<file path="src/hw/rtl/uehr_pkg.sv">
// Shared types, constants and the header rewrite map of the UDP echo header rewriter.
package uehr_pkg;

    localparam int unsigned ADDR_W = 6;
    localparam int unsigned HDR_DEPTH = 46;

    // Frame handling modes
    localparam logic [1:0] MODE_COLLECT = 2'd0;
    localparam logic [1:0] MODE_PASS    = 2'd1;
    localparam logic [1:0] MODE_DISCARD = 2'd2;

    // Source of one rewritten header byte
    localparam logic [1:0] SEL_STORE   = 2'd0;
    localparam logic [1:0] SEL_ZERO    = 2'd1;
    localparam logic [1:0] SEL_CSUM_HI = 2'd2;
    localparam logic [1:0] SEL_CSUM_LO = 2'd3;

    // Header geometry (byte positions)
    localparam logic [ADDR_W-1:0] L2_PLAIN      = 6'd14;
    localparam logic [ADDR_W-1:0] L2_VLAN       = 6'd18;
    localparam logic [ADDR_W-1:0] IP_LEN        = 6'd20;
    localparam logic [ADDR_W-1:0] HDR_END_PLAIN = 6'd41;
    localparam logic [ADDR_W-1:0] HDR_END_VLAN  = 6'd45;
    localparam logic [ADDR_W-1:0] ETYPE_LO_POS  = 6'd13;
    localparam logic [ADDR_W-1:0] INNER_LO_POS  = 6'd17;
    localparam logic [ADDR_W-1:0] PROTO_OFS     = 6'd9;

    localparam logic [15:0] ETYPE_IPV4 = 16'h0800;
    localparam logic [15:0] ETYPE_VLAN = 16'h8100;
    localparam logic [7:0]  PROTO_UDP  = 8'd17;

    typedef struct packed {
        logic [ADDR_W-1:0] addr;
        logic [1:0]        sel;
    } t_map;

    // Map an output header index to the stored byte it comes from
    function automatic t_map hdr_map(input logic [ADDR_W-1:0] idx, input logic vlan);
        logic [ADDR_W-1:0] l2;
        logic [ADDR_W-1:0] u;
        logic [ADDR_W-1:0] j;
        logic [ADDR_W-1:0] k;
        t_map              m;
        l2 = vlan ? L2_VLAN : L2_PLAIN;
        u = l2 + IP_LEN;
        j = idx - l2;
        k = idx - u;
        m.addr = idx;
        m.sel = SEL_STORE;
        if (idx < 6'd6) begin
            m.addr = idx + 6'd6;
        end else if (idx < 6'd12) begin
            m.addr = idx - 6'd6;
        end else if (idx < l2) begin
            m.addr = idx;
        end else if (idx < u) begin
            if (j == 6'd10 || j == 6'd11) begin
                m.sel = SEL_ZERO;
            end else if (j >= 6'd12 && j < 6'd16) begin
                m.addr = idx + 6'd4;
            end else if (j >= 6'd16) begin
                m.addr = idx - 6'd4;
            end
        end else begin
            if (k < 6'd2) begin
                m.addr = idx + 6'd2;
            end else if (k < 6'd4) begin
                m.addr = idx - 6'd2;
            end else if (k == 6'd6) begin
                m.sel = SEL_CSUM_HI;
            end else if (k == 6'd7) begin
                m.sel = SEL_CSUM_LO;
            end
        end
        return m;
    endfunction

endpackage

</file>
<file path="src/hw/rtl/uehr_hdr_mem.sv">
// Header store: single write port, single registered read port.
module uehr_hdr_mem (
    input  logic                         i_clk,
    input  logic                         i_we,
    input  logic [uehr_pkg::ADDR_W-1:0]  i_waddr,
    input  logic [7:0]                   i_wdata,
    input  logic                         i_re,
    input  logic [uehr_pkg::ADDR_W-1:0]  i_raddr,
    output logic [7:0]                   o_rdata
);
    import uehr_pkg::*;

    logic [7:0] r_mem [HDR_DEPTH];
    logic [7:0] r_q;

    // Write collected bytes
    always_ff @(posedge i_clk) begin
        if (i_we) begin
            r_mem[i_waddr] <= i_wdata;
        end
    end

    // Registered read; hold data when no read is issued
    always_ff @(posedge i_clk) begin
        if (i_re) begin
            r_q <= r_mem[i_raddr];
        end
    end

    assign o_rdata = r_q;

endmodule

</file>
<file path="src/hw/rtl/uehr_csum.sv">
// Running pseudo-header sum, built as the IPv4 header bytes are collected.
module uehr_csum (
    input  logic                         i_clk,
    input  logic                         i_en,
    input  logic [uehr_pkg::ADDR_W-1:0]  i_pos,
    input  logic                         i_vlan,
    input  logic [7:0]                   i_byte,
    output logic [15:0]                  o_csum
);
    import uehr_pkg::*;

    logic [18:0]       r_acc;
    logic [3:0]        r_ihl;
    logic [7:0]        r_tlen_hi;
    logic [ADDR_W-1:0] l2;
    logic [ADDR_W-1:0] rel;
    logic              in_ip;
    logic [15:0]       udp_len;
    logic [16:0]       fold1;
    logic [15:0]       fold2;

    assign l2 = i_vlan ? L2_VLAN : L2_PLAIN;
    assign rel = i_pos - l2;
    assign in_ip = (i_pos >= l2) && (rel < IP_LEN);
    assign udp_len = {r_tlen_hi, i_byte} - {10'd0, r_ihl, 2'b00};

    // Accumulate protocol, length and both addresses
    always_ff @(posedge i_clk) begin
        if (i_en) begin
            if (i_pos == '0) begin
                r_acc <= 19'(PROTO_UDP);
            end else if (in_ip) begin
                if (rel == 6'd0) begin
                    r_ihl <= i_byte[3:0];
                end else if (rel == 6'd2) begin
                    r_tlen_hi <= i_byte;
                end else if (rel == 6'd3) begin
                    r_acc <= r_acc + {3'd0, udp_len};
                end else if (rel >= 6'd12) begin
                    if (rel[0]) begin
                        r_acc <= r_acc + {11'd0, i_byte};
                    end else begin
                        r_acc <= r_acc + {3'd0, i_byte, 8'd0};
                    end
                end
            end
        end
    end

    // Fold carries back twice; the second fold cannot carry out again
    assign fold1 = {1'b0, r_acc[15:0]} + {14'd0, r_acc[18:16]};
    assign fold2 = fold1[15:0] + {15'd0, fold1[16]};
    assign o_csum = fold2;

endmodule

</file>
<file path="src/hw/rtl/udp_echo_header_rewriter.sv">
// Top level: frame parser, header flush sequencer and output register.
// Bytes enter one per cycle, when the input is not stalled, while the header
// (42 bytes, or 46 with one 802.1Q tag) is collected into the header store.
// After the final UDP header byte the input is stalled while the rewritten
// header leaves at one byte per cycle unless the output stalls, read back
// through the store's single registered read port. Payload bytes then pass
// through at one byte per cycle while the output does not stall. Frames
// that are not IPv4/UDP or end inside the header produce no output.
module udp_echo_header_rewriter (
    input  logic       i_clk,
    input  logic       i_rst_n,
    input  logic       i_in_valid,
    output logic       o_in_stall,
    input  logic [7:0] i_in_byte,
    input  logic       i_in_last,
    output logic       o_out_valid,
    input  logic       i_out_stall,
    output logic [7:0] o_out_byte,
    output logic       o_out_first,
    output logic       o_out_last
);
    import uehr_pkg::*;

    // Parser state
    logic [1:0]        r_mode, n_mode;
    logic [ADDR_W-1:0] r_pos, n_pos;
    logic              r_vlan, n_vlan;
    logic [7:0]        r_prev, n_prev;

    // Flush sequencer
    logic              r_flush, n_flush;
    logic [ADDR_W-1:0] r_fidx, n_fidx;
    logic [ADDR_W-1:0] r_fend, n_fend;
    logic              r_flast, n_flast;
    logic              r_fvlan, n_fvlan;

    // Read stage
    logic              r_rd_valid, n_rd_valid;
    logic [1:0]        r_rd_sel, n_rd_sel;
    logic              r_rd_first, n_rd_first;
    logic              r_rd_last, n_rd_last;

    // Output register
    logic              r_ovalid, n_ovalid;
    logic [7:0]        r_obyte, n_obyte;
    logic              r_ofirst, n_ofirst;
    logic              r_olast, n_olast;

    logic              in_acc;
    logic              col_acc;
    logic              out_load;
    logic              rd_issue;
    logic [ADDR_W-1:0] l2;
    logic [ADDR_W-1:0] hdr_end;
    logic [15:0]       etype;
    logic              drop;
    logic              hdr_done;
    t_map              fmap;
    logic [7:0]        mem_q;
    logic [15:0]       csum;
    logic [7:0]        rd_byte;

    // Hold input while the header drains or the payload path is blocked
    assign o_in_stall = r_flush || r_rd_valid || (r_mode == MODE_PASS && r_ovalid && i_out_stall);
    assign in_acc = i_in_valid && !o_in_stall;
    assign col_acc = in_acc && (r_mode == MODE_COLLECT);
    assign out_load = !r_ovalid || !i_out_stall;
    assign rd_issue = r_flush && (!r_rd_valid || out_load);

    // Header checks
    assign l2 = r_vlan ? L2_VLAN : L2_PLAIN;
    assign hdr_end = r_vlan ? HDR_END_VLAN : HDR_END_PLAIN;
    assign etype = {r_prev, i_in_byte};
    assign drop = (r_pos == ETYPE_LO_POS && etype != ETYPE_VLAN && etype != ETYPE_IPV4)
               || (r_vlan && r_pos == INNER_LO_POS && etype != ETYPE_IPV4)
               || (r_pos == l2 + PROTO_OFS && i_in_byte != PROTO_UDP);
    assign hdr_done = !drop && (r_pos == hdr_end);

    assign fmap = hdr_map(r_fidx, r_fvlan);

    uehr_hdr_mem u_mem (
        .i_clk   (i_clk),
        .i_we    (col_acc),
        .i_waddr (r_pos),
        .i_wdata (i_in_byte),
        .i_re    (rd_issue),
        .i_raddr (fmap.addr),
        .o_rdata (mem_q)
    );

    uehr_csum u_csum (
        .i_clk  (i_clk),
        .i_en   (col_acc),
        .i_pos  (r_pos),
        .i_vlan (r_vlan),
        .i_byte (i_in_byte),
        .o_csum (csum)
    );

    // Pick the rewritten byte from the read stage
    always_comb begin
        case (r_rd_sel)
            SEL_STORE:   rd_byte = mem_q;
            SEL_ZERO:    rd_byte = 8'd0;
            SEL_CSUM_HI: rd_byte = csum[15:8];
            SEL_CSUM_LO: rd_byte = csum[7:0];
            default:     rd_byte = mem_q;
        endcase
    end

    // Next-state logic
    always_comb begin
        n_mode = r_mode;
        n_pos = r_pos;
        n_vlan = r_vlan;
        n_prev = r_prev;
        n_flush = r_flush;
        n_fidx = r_fidx;
        n_fend = r_fend;
        n_flast = r_flast;
        n_fvlan = r_fvlan;
        n_rd_valid = r_rd_valid;
        n_rd_sel = r_rd_sel;
        n_rd_first = r_rd_first;
        n_rd_last = r_rd_last;
        n_ovalid = r_ovalid;
        n_obyte = r_obyte;
        n_ofirst = r_ofirst;
        n_olast = r_olast;

        // Parse the incoming word
        case (r_mode)
            MODE_COLLECT: begin
                if (in_acc) begin
                    n_prev = i_in_byte;
                    if (r_pos == ETYPE_LO_POS && etype == ETYPE_VLAN) begin
                        n_vlan = 1'b1;
                    end
                    if (drop) begin
                        n_mode = i_in_last ? MODE_COLLECT : MODE_DISCARD;
                        n_pos = '0;
                        n_vlan = 1'b0;
                    end else if (hdr_done) begin
                        n_mode = i_in_last ? MODE_COLLECT : MODE_PASS;
                        n_pos = '0;
                        n_vlan = 1'b0;
                        n_flush = 1'b1;
                        n_fidx = '0;
                        n_fend = hdr_end;
                        n_flast = i_in_last;
                        n_fvlan = r_vlan;
                    end else if (i_in_last) begin
                        n_pos = '0;
                        n_vlan = 1'b0;
                    end else begin
                        n_pos = r_pos + 6'd1;
                    end
                end
            end
            MODE_PASS: begin
                if (in_acc && i_in_last) begin
                    n_mode = MODE_COLLECT;
                end
            end
            default: begin
                if (in_acc && i_in_last) begin
                    n_mode = MODE_COLLECT;
                end
            end
        endcase

        // Advance the header flush through the read stage
        if (rd_issue) begin
            n_rd_valid = 1'b1;
            n_rd_sel = fmap.sel;
            n_rd_first = (r_fidx == '0);
            n_rd_last = r_flast && (r_fidx == r_fend);
            n_fidx = r_fidx + 6'd1;
            if (r_fidx == r_fend) begin
                n_flush = 1'b0;
            end
        end else if (out_load) begin
            n_rd_valid = 1'b0;
        end

        // Load the output register
        if (out_load) begin
            if (r_rd_valid) begin
                n_ovalid = 1'b1;
                n_obyte = rd_byte;
                n_ofirst = r_rd_first;
                n_olast = r_rd_last;
            end else if (in_acc && r_mode == MODE_PASS) begin
                n_ovalid = 1'b1;
                n_obyte = i_in_byte;
                n_ofirst = 1'b0;
                n_olast = i_in_last;
            end else begin
                n_ovalid = 1'b0;
            end
        end
    end

    // Control registers
    always_ff @(posedge i_clk) begin
        if (!i_rst_n) begin
            r_mode <= MODE_COLLECT;
            r_pos <= '0;
            r_vlan <= 1'b0;
            r_flush <= 1'b0;
            r_rd_valid <= 1'b0;
            r_ovalid <= 1'b0;
        end else begin
            r_mode <= n_mode;
            r_pos <= n_pos;
            r_vlan <= n_vlan;
            r_flush <= n_flush;
            r_rd_valid <= n_rd_valid;
            r_ovalid <= n_ovalid;
        end
    end

    // Payload and sequencer registers
    always_ff @(posedge i_clk) begin
        r_prev <= n_prev;
        r_fidx <= n_fidx;
        r_fend <= n_fend;
        r_flast <= n_flast;
        r_fvlan <= n_fvlan;
        r_rd_sel <= n_rd_sel;
        r_rd_first <= n_rd_first;
        r_rd_last <= n_rd_last;
        r_obyte <= n_obyte;
        r_ofirst <= n_ofirst;
        r_olast <= n_olast;
    end

    assign o_out_valid = r_ovalid;
    assign o_out_byte = r_obyte;
    assign o_out_first = r_ofirst;
    assign o_out_last = r_olast;

    // A completed header always starts a flush
    a_done_flush: assert property (@(posedge i_clk) disable iff (!i_rst_n)
        (col_acc && hdr_done) |=> r_flush)
        else $error("header completed without starting a flush");

    // The flush index never runs past the header end
    a_fidx_range: assert property (@(posedge i_clk) disable iff (!i_rst_n)
        r_flush |-> (r_fidx <= r_fend))
        else $error("flush index beyond header end");

    // A frame being flushed is never one being discarded
    a_flush_mode: assert property (@(posedge i_clk) disable iff (!i_rst_n)
        (r_flush || r_rd_valid) |-> (r_mode == MODE_COLLECT || r_mode == MODE_PASS))
        else $error("flush active while discarding");

endmodule

</file>
<file path="config.mk">
export PLATFORM = sky130hd
export DESIGN_NAME = udp_echo_header_rewriter
export DESIGN_NICKNAME = d
export VERILOG_FILES = /design/src/hw/rtl/uehr_pkg.sv /design/src/hw/rtl/uehr_hdr_mem.sv /design/src/hw/rtl/uehr_csum.sv /design/src/hw/rtl/udp_echo_header_rewriter.sv
export SDC_FILE = /design/constraint.sdc
export NUM_CORES = 1
export LEC_CHECK = 0
export ABC_CLOCK_PERIOD_IN_PS = 10600
export BUFFER_PORTS_ARGS = -buffer_cell sky130_fd_sc_hd__buf_2
export CAP_MARGIN = 30
export CORE_AREA = 2 2 203 205
export DETAILED_ROUTE_END_ITERATION = 10
export DIE_AREA = 0 0 205 207
export PLACE_DENSITY = 0.71
export SYNTH_ARGS = -nofsm -noshare
export SYNTH_HDL_FRONTEND = slang
export SYNTH_HIERARCHICAL = 1
export SYNTH_SLANG_ARGS = --single-unit
</file>
<file path="constraint.sdc">
create_clock -name i_clk -period 10.6 [get_ports i_clk]
set_input_delay 2.65 -clock i_clk [delete_from_list [all_inputs] [get_ports i_clk]]
set_output_delay 2.65 -clock i_clk [all_outputs]
set_load 0.005 [all_outputs]
</file>
# Word level (Yosys, flattened, before mapping)
# Memory sizes are Yosys's and may differ from the RTL's. A register that Yosys moved wholly into a read port is not among the register bits.
# Index checks and enable logic that the tools add are counted.
totals:
  register_bits: 79
  input_bits: 13
  ram_bits: 368
  output_inout_bits: 12
  memories: 1
memory_table:
  columns: ["name", "depth", "word_bits", "read_ports", "rd_clocked_by_memory_dff", "write_ports", "line_no", "source"]
  rows:
  - ["u_mem.r_mem", 46, 8, 1, 1, 1, "uehr_hdr_mem.sv:13", "logic [7:0] r_mem [HDR_DEPTH];"]
classes:
  mux: 61
  bitwise_logic: 3
  eq_ne: 24
  add_sub_neg: 19
  n_lt_le_gt_ge: 12
  reduce_logical: 53
op_table:
  columns: ["operator", "n"]
  rows:
  - ["two-way mux 19 bit", 6]
  - ["two-way mux 6 bit", 16]
  - ["adder 19 x 16 -> 19 bit", 2]
  - ["case mux 8 bit (4 select lines)", 1]
  - ["two-way mux 8 bit", 3]
  - ["two-way mux 1 bit", 22]
  - ["two-way mux 2 bit", 10]
  - ["adder 19 x 8 -> 19 bit", 1]
  - ["== test 6 x 4 -> 1 bit (second input constant)", 3]
  - ["== test 6 bit", 3]
  - ["logical NOT 6 bit", 3]
  - ["adder 16 x 3 -> 17 bit", 1]
  - ["logical AND 1 bit", 17]
  - ["adder 16 x 1 -> 16 bit", 1]
  - ["== test 16 bit (second input constant)", 1]
  - ["inequality test 16 x 12 -> 1 bit (second input constant)", 1]
  - ["inequality test 16 bit (second input constant)", 1]
  - ["subtractor 16 x 6 -> 16 bit", 1]
  - ["nonzero test 2 bit", 7]
  - ["adder 6 x 1 -> 6 bit (second input constant)", 2]
  - ["adder 6 x 3 -> 6 bit (second input constant)", 2]
  - ["== test 6 x 2 -> 1 bit (second input constant)", 2]
  - ["== test 6 x 3 -> 1 bit (second input constant)", 2]
  - ["greater-or-equal comparator 6 x 4 -> 1 bit (second input constant)", 2]
  - ["35 further kinds", 62]

# Longest topological paths before layout
logic_depth:
  depth_word: 13
  ltp_mapped: 18
  mapped_depth_nobuf: 18

# Cells and area by module
# The synthesis kept the hierarchy.
modules_own_cells:
  columns: ["module", "cells_each", "area_per_inst_um2", "seq_area_each_um2", "instances"]
  rows:
  - ["uehr_hdr_mem", 772, 14819.2, 11290.8, 1]
  - ["uehr_csum", 525, 4280.4, 930.9, 1]
  - ["udp_echo_header_rewriter", 306, 2874.0, 1141.1, 1]

# Least setup slack after synthesis
# OpenSTA, ideal clock, no wires.
synth_timing:
  path_kind: "input -> output"
  startpoint: "input port i_out_stall"
  endpoint: "output port o_in_stall"
  n_path_buf: 0
  cell_stages: 2
  arrival_ns: 2.989
  setup_slack_ns: 4.961
  t_required_ns: 7.950
  path_cell_list: "nand2_1 > o21ai_0"
synth_between:
  elab_chain_cells: 2
synth_rtl:
  columns: ["item", "line_no", "source"]
  rows:
  - ["start: declaration", "udp_echo_header_rewriter.sv:17", "input logic i_out_stall,"]
  - ["logical AND 1 bit", "udp_echo_header_rewriter.sv:64", "assign o_in_stall = r_flush || r_rd_valid || (r_mode == MODE_PASS && r_ovalid && i_out_stall);"]
  - ["logical OR 1 bit", "udp_echo_header_rewriter.sv:64", null]
  - ["end: declaration", "udp_echo_header_rewriter.sv:13", "output logic o_in_stall,"]
# Every way passes these cells.

# Final worst setup path
layout_timing:
  startpoint: "input port i_in_byte[3]"
  endpoint: "register u_csum.r_acc[13] (data pin)"
layout_between:
  elab_chain_cells: 7
  elab_cells_between_ends: 10
  cone_classes: "add/sub: 4; mux: 6"
layout_rtl:
  columns: ["item", "line_no", "source"]
  rows:
  - ["start: declaration", "udp_echo_header_rewriter.sv:14", "input logic [7:0] i_in_byte,"]
  - ["parallel branches: the longest is 3 deep, another holds adder 19 x 16 -> 19 bit", null, null]
  - ["two-way mux 19 bit *", "uehr_csum.sv:37", "end else if (rel == 6'd3) begin"]
  - ["two-way mux 19 bit *", "uehr_csum.sv:35", "end else if (rel == 6'd2) begin"]
  - ["two-way mux 19 bit *", "uehr_csum.sv:33", "if (rel == 6'd0) begin"]
  - ["two-way mux 19 bit *", "uehr_csum.sv:32", "end else if (in_ip) begin"]
  - ["end signal: assignment", "uehr_csum.sv:31", "r_acc <= 19'(PROTO_UDP);"]
  - ["end signal: assignment", "uehr_csum.sv:38", "r_acc <= r_acc + {3'd0, udp_len};"]
  - ["end signal: assignment", "uehr_csum.sv:41", "r_acc <= r_acc + {11'd0, i_byte};"]
  - ["end: declaration", "uehr_csum.sv:12", "logic [18:0] r_acc;"]
# Every way passes the cells marked *. The select of a mux whose other input is x is not followed.
# A chain may end at the register's enable or synchronous reset.

==> Implementation_results.wiki <==
{| class="wikitable"
! Metric !! Value
|-
| Buffers on Ports || 24
|-
| Die Ht || around 210 um
|-
| Number of buffers inserted for hold repair after clock tree synthesis || 0
|-
| Effective utilization at floorplan || between 50 and 60%
|-
| Leakage power total || a little over 8 nW
|-
| Cell Pwr Density || around 160 nW/um^2
|-
| Synth Area in Adders || 4.00%
|-
| Area of the placeable core || 40400 um^2
|-
| H-tree depth || 2
|-
| Share of flip-flops with an asynchronous set or reset || 0%
|-
| Area of the mapped netlist || 22000 um^2
|-
| Wirelength per Cell || between 20 and 25 um
|-
| Xor-xnor portion of the synthesized cell area || 3.11%
|-
| Critical Path End Type || flop
|-
| Register bit count reported by yosys || approximately 450
|-
| Antenna violations before repair || 2
|-
| Most frequent standard cell in the layout excluding fill and tap cells || edfxtp_1
|-
| Number of detailed-route iterations in the first pass || 6
|-
| Post-layout net count || around 1700
|-
| Number of nets in the synthesized netlist || 1682
|-
| Cell row count || 74
|-
| Most used cells in the layout excluding fill and tap cells || edfxtp_1, nor2_1, mux2i_1
|-
| Grt total ovfl || 0
|-
| CTS tree || yes
|-
| Power share of the clock group || 39.2%
|-
| Syn Area/Cell || around 14 um^2
|-
| Final GP Congestion || just over 0.9
|-
| Clock buffers created by TritonCTS || between 40 and 50
|-
| Layout cells sized above 1 || a little under an eighth
|-
| Switching power as a share of total power || 24.0%
|-
| Count of warnings emitted by yosys || 6
|-
| Final worst-path cycle share || 57.6%
|-
| Critical-path maximum fanout || between 50 and 60
|-
| FF-to-FF End || u_mem/o_rdata[6]
|-
| Clock tree skew after final layout || ~0.029 ns
|-
| Internal power of the cells || approximately 2.9 mW
|-
| NetSw || 924 uW
|-
| Clock-pin transition on the worst setup and hold timing paths || 0.06 ns
|-
| Number of diodes || 0
|-
| Post-synthesis sequential area ratio || 60.8%
|-
| Global-route wire length before repair || ~79000 um
|-
| Sequential share of power || 52.1%
|-
| Number of top-level design ports || 25
|-
| Combinational family with the most area after synthesis || multiplexers
|-
| Count of final max-slew check failures || 0
|-
| Clock Tree Root || clkbuf_16
|-
| Post-route minimum period || 6.11 ns
|-
| Type of element launching the critical path || primary input
|-
| Count of endpoints failing hold in the final timing report || 0
|-
| Clock sinks || between 400 and 500
|-
| Worst-case register-to-register setup slack || 5.31 ns
|-
| Post-synthesis compound-gate area fraction || 9.73%
|-
| Tightest slew margin relative to the limit || approximately a third
|-
| FF-to-FF Start || r_fidx[1]
|-
| Post-synth EDFFs || 437
|-
| Die ar. || about 42000 um^2
|-
| Post-CTS setup-driven buffer insertion count || 0
|-
| Post-detailed-route count of antenna-violating nets || 0
|-
| Final setup fails || 0
|-
| Number of global-route vias before repair || 13800
|-
| Gate Count Post-Synth || approximately 1600
|-
| Most common flop cell mapped by yosys || edfxtp_1
|-
| HPWL after detailed placement || ~33000 um
|-
| Vias/cell || around 6.3
|-
| Drt initial violations || roughly 1400
|-
| Unrepaired setup endpoints after global routing || no
|-
| Post-route DRC || 0
|-
| F_max || between 150 and 200 MHz
|-
| Clock latency of the later-clocked register in the worst-skew pair || 0.59 ns
|-
| Largest voltage drop on the vdd net || between 0.15 and 0.2 mV
|-
| Fraction of synthesized area in multiplexers || between 10 and 15%
|-
| Total global routing track utilization || 24.5%
|-
| Area growth from synthesis to layout || 9.14%
|-
| Data required time of the critical path || ~11 ns
|-
| Worst setup path class || primary input to flop
|-
| Pin count of the biggest net entering global routing || ~130
|-
| Post-cts repair resize count || 0
|-
| Run status || finished clean
|-
| Crit path DAT || approximately 6.4 ns
|-
| Logic gate share of total power || approximately 8.7%
|-
| Simple-Gate Fraction of Synth Area || under 10%
|-
| Hold crit path type || flop to flop
|-
| Min Hold Slack || between 0.4 and 0.5 ns
|-
| Horiz. Die Dim || between 200 and 250 um
|-
| Max Root-Sink Buffers || 3
|-
| Worst r2r path cells || 14
|-
| Total negative setup slack || 0 ns
|-
| Total via count in the routed design || 13900
|-
| Number of different library cells in the post-synthesis netlist || 94
|-
| Transition time at the pin with the least slew margin || around 0.98 ns
|-
| Max-capacitance violation count || 0
|-
| Routed Wire Length || about 51000 um
|-
| Capturing element of the worst setup path || u_csum/r_acc[13]
|-
| Worst setup path start || i_in_byte[3]
|}
[critical path, cell delays in order]
cell      delay (ns)
buf_2           0.07
buf_4           0.50
ha_1            0.35
nor2b_1         0.13
o21ai_0         0.14
nand2b_1        0.11
a21o_1          0.21
nand2b_1        0.20
nor2_1          0.14
xor2_1          0.16
ha_1            0.31
and3_1          0.24
a221oi_1        0.38
o21ai_1         0.12
a21oi_1         0.21
nor4_1          0.06
or3_1           0.39
[per-layer routing]
layer / routed length, um / track usage, % / vias to the layer above
met5: 21 / 0 / -
met4: 1850 / 9.10 / 4
met3: 3850 / 4.78 / 124
met2: 24200 / 38.9 / 595
met1: 21600 / 33.8 / 6871
li1: - / - / 6274
[worst min-delay path by stage]
stage,startpoint,to,slack [ns],cells after the start
detailed placement,r_mode[1],r_mode[0],0.48,1
global route,r_mode[1],r_mode[0],0.53,1
finish,r_mode[1],r_mode[0],0.49,1
floorplan,r_mode[1],r_mode[0],0.46,1
CTS,r_mode[1],r_mode[0],0.49,1
global placement,r_mode[1],r_mode[0],0.47,1
[power by group through the flow]
stage	Clock (mW)	Sequential [mW]	Combinational [mW]
floorplan	0	2.02	0.239
global placement	0	2.04	0.322
detailed placement	0	2.04	0.330
CTS	1.53	2.00	0.332
global route	1.60	2.00	0.373
finish	1.51	2.00	0.336
[sequential cells by signal, summed over array words and instances, names as in the netlist]
name,cells
r_rd_first,1
r_flush,1
r_rd_valid,1
r_rd_last,1
u_mem/r_mem,368
r_flast,1
u_csum/r_ihl,4
u_mem/o_rdata,8
r_prev,8
o_out_first,1
r_pos,6
r_vlan,1
r_mode,2
o_out_last,1
o_out_byte,8
u_csum/r_tlen_hi,8
o_out_valid,1
r_fidx,6
r_fend,1
u_csum/r_acc,19
r_rd_sel,2
[area by class of cell]
cell class	count	area, um^2
fill	3138	16400
sequential	449	13400
multi-input combinational	1046	8090
clock buffer	56	1220
tap	532	666
timing repair buffer	50	323
clock inverter	30	179
inverter	38	143
[per-stage QoR]
| stage | util (%) | cells | setup slack [ns] | total power, mW | instance area [um^2] |
|---|---|---|---|---|---|
| final | 59.4 | 2201 | 4.49 | 3.84 | 24000 |
| after global routing | 59.4 | 2201 | 4.22 | 3.98 | 24000 |
| after CTS | 59.4 | 2199 | 4.53 | 3.87 | 24000 |
| after detailed placement | 55.9 | 2113 | 3.92 | 2.37 | 22600 |
| after global placement | 55.9 | 2110 | 4.03 | 2.36 | 22600 |
| after floorplan | - | 1603 | 4.96 | 2.26 | 22000 |
[cells in the mapped netlist, types with 28 or more instances]
cell        n  area share [%]
a21oi_1    92             2.1
clkbuf_1   29            0.50
edfxtp_1  437              60
ha_1       59             3.4
inv_1      36            0.61
mux2i_1    98             4.5
mux4_2     40             4.1
nand2_1    92             1.6
nand3_1    45             1.0
nor2_1    132             2.3
nor3_1     30            0.68
o21ai_0    28            0.64
o21ai_1    33            0.75
xnor2_1    44             1.8
xor2_1     34             1.4
[kinds of logic (layout without fill, tap and decap cells)]
family,Yosys count,in the layout
buffers and inverters,108,174
and+or+nand+nor,429,429
xor gates and xnor gates,78,78
DFF,449,449
muxes,156,156
AOI/OAI and AO/OA,317,317
adders and majority gates,66,66
Power figures use the tool's default switching activity.
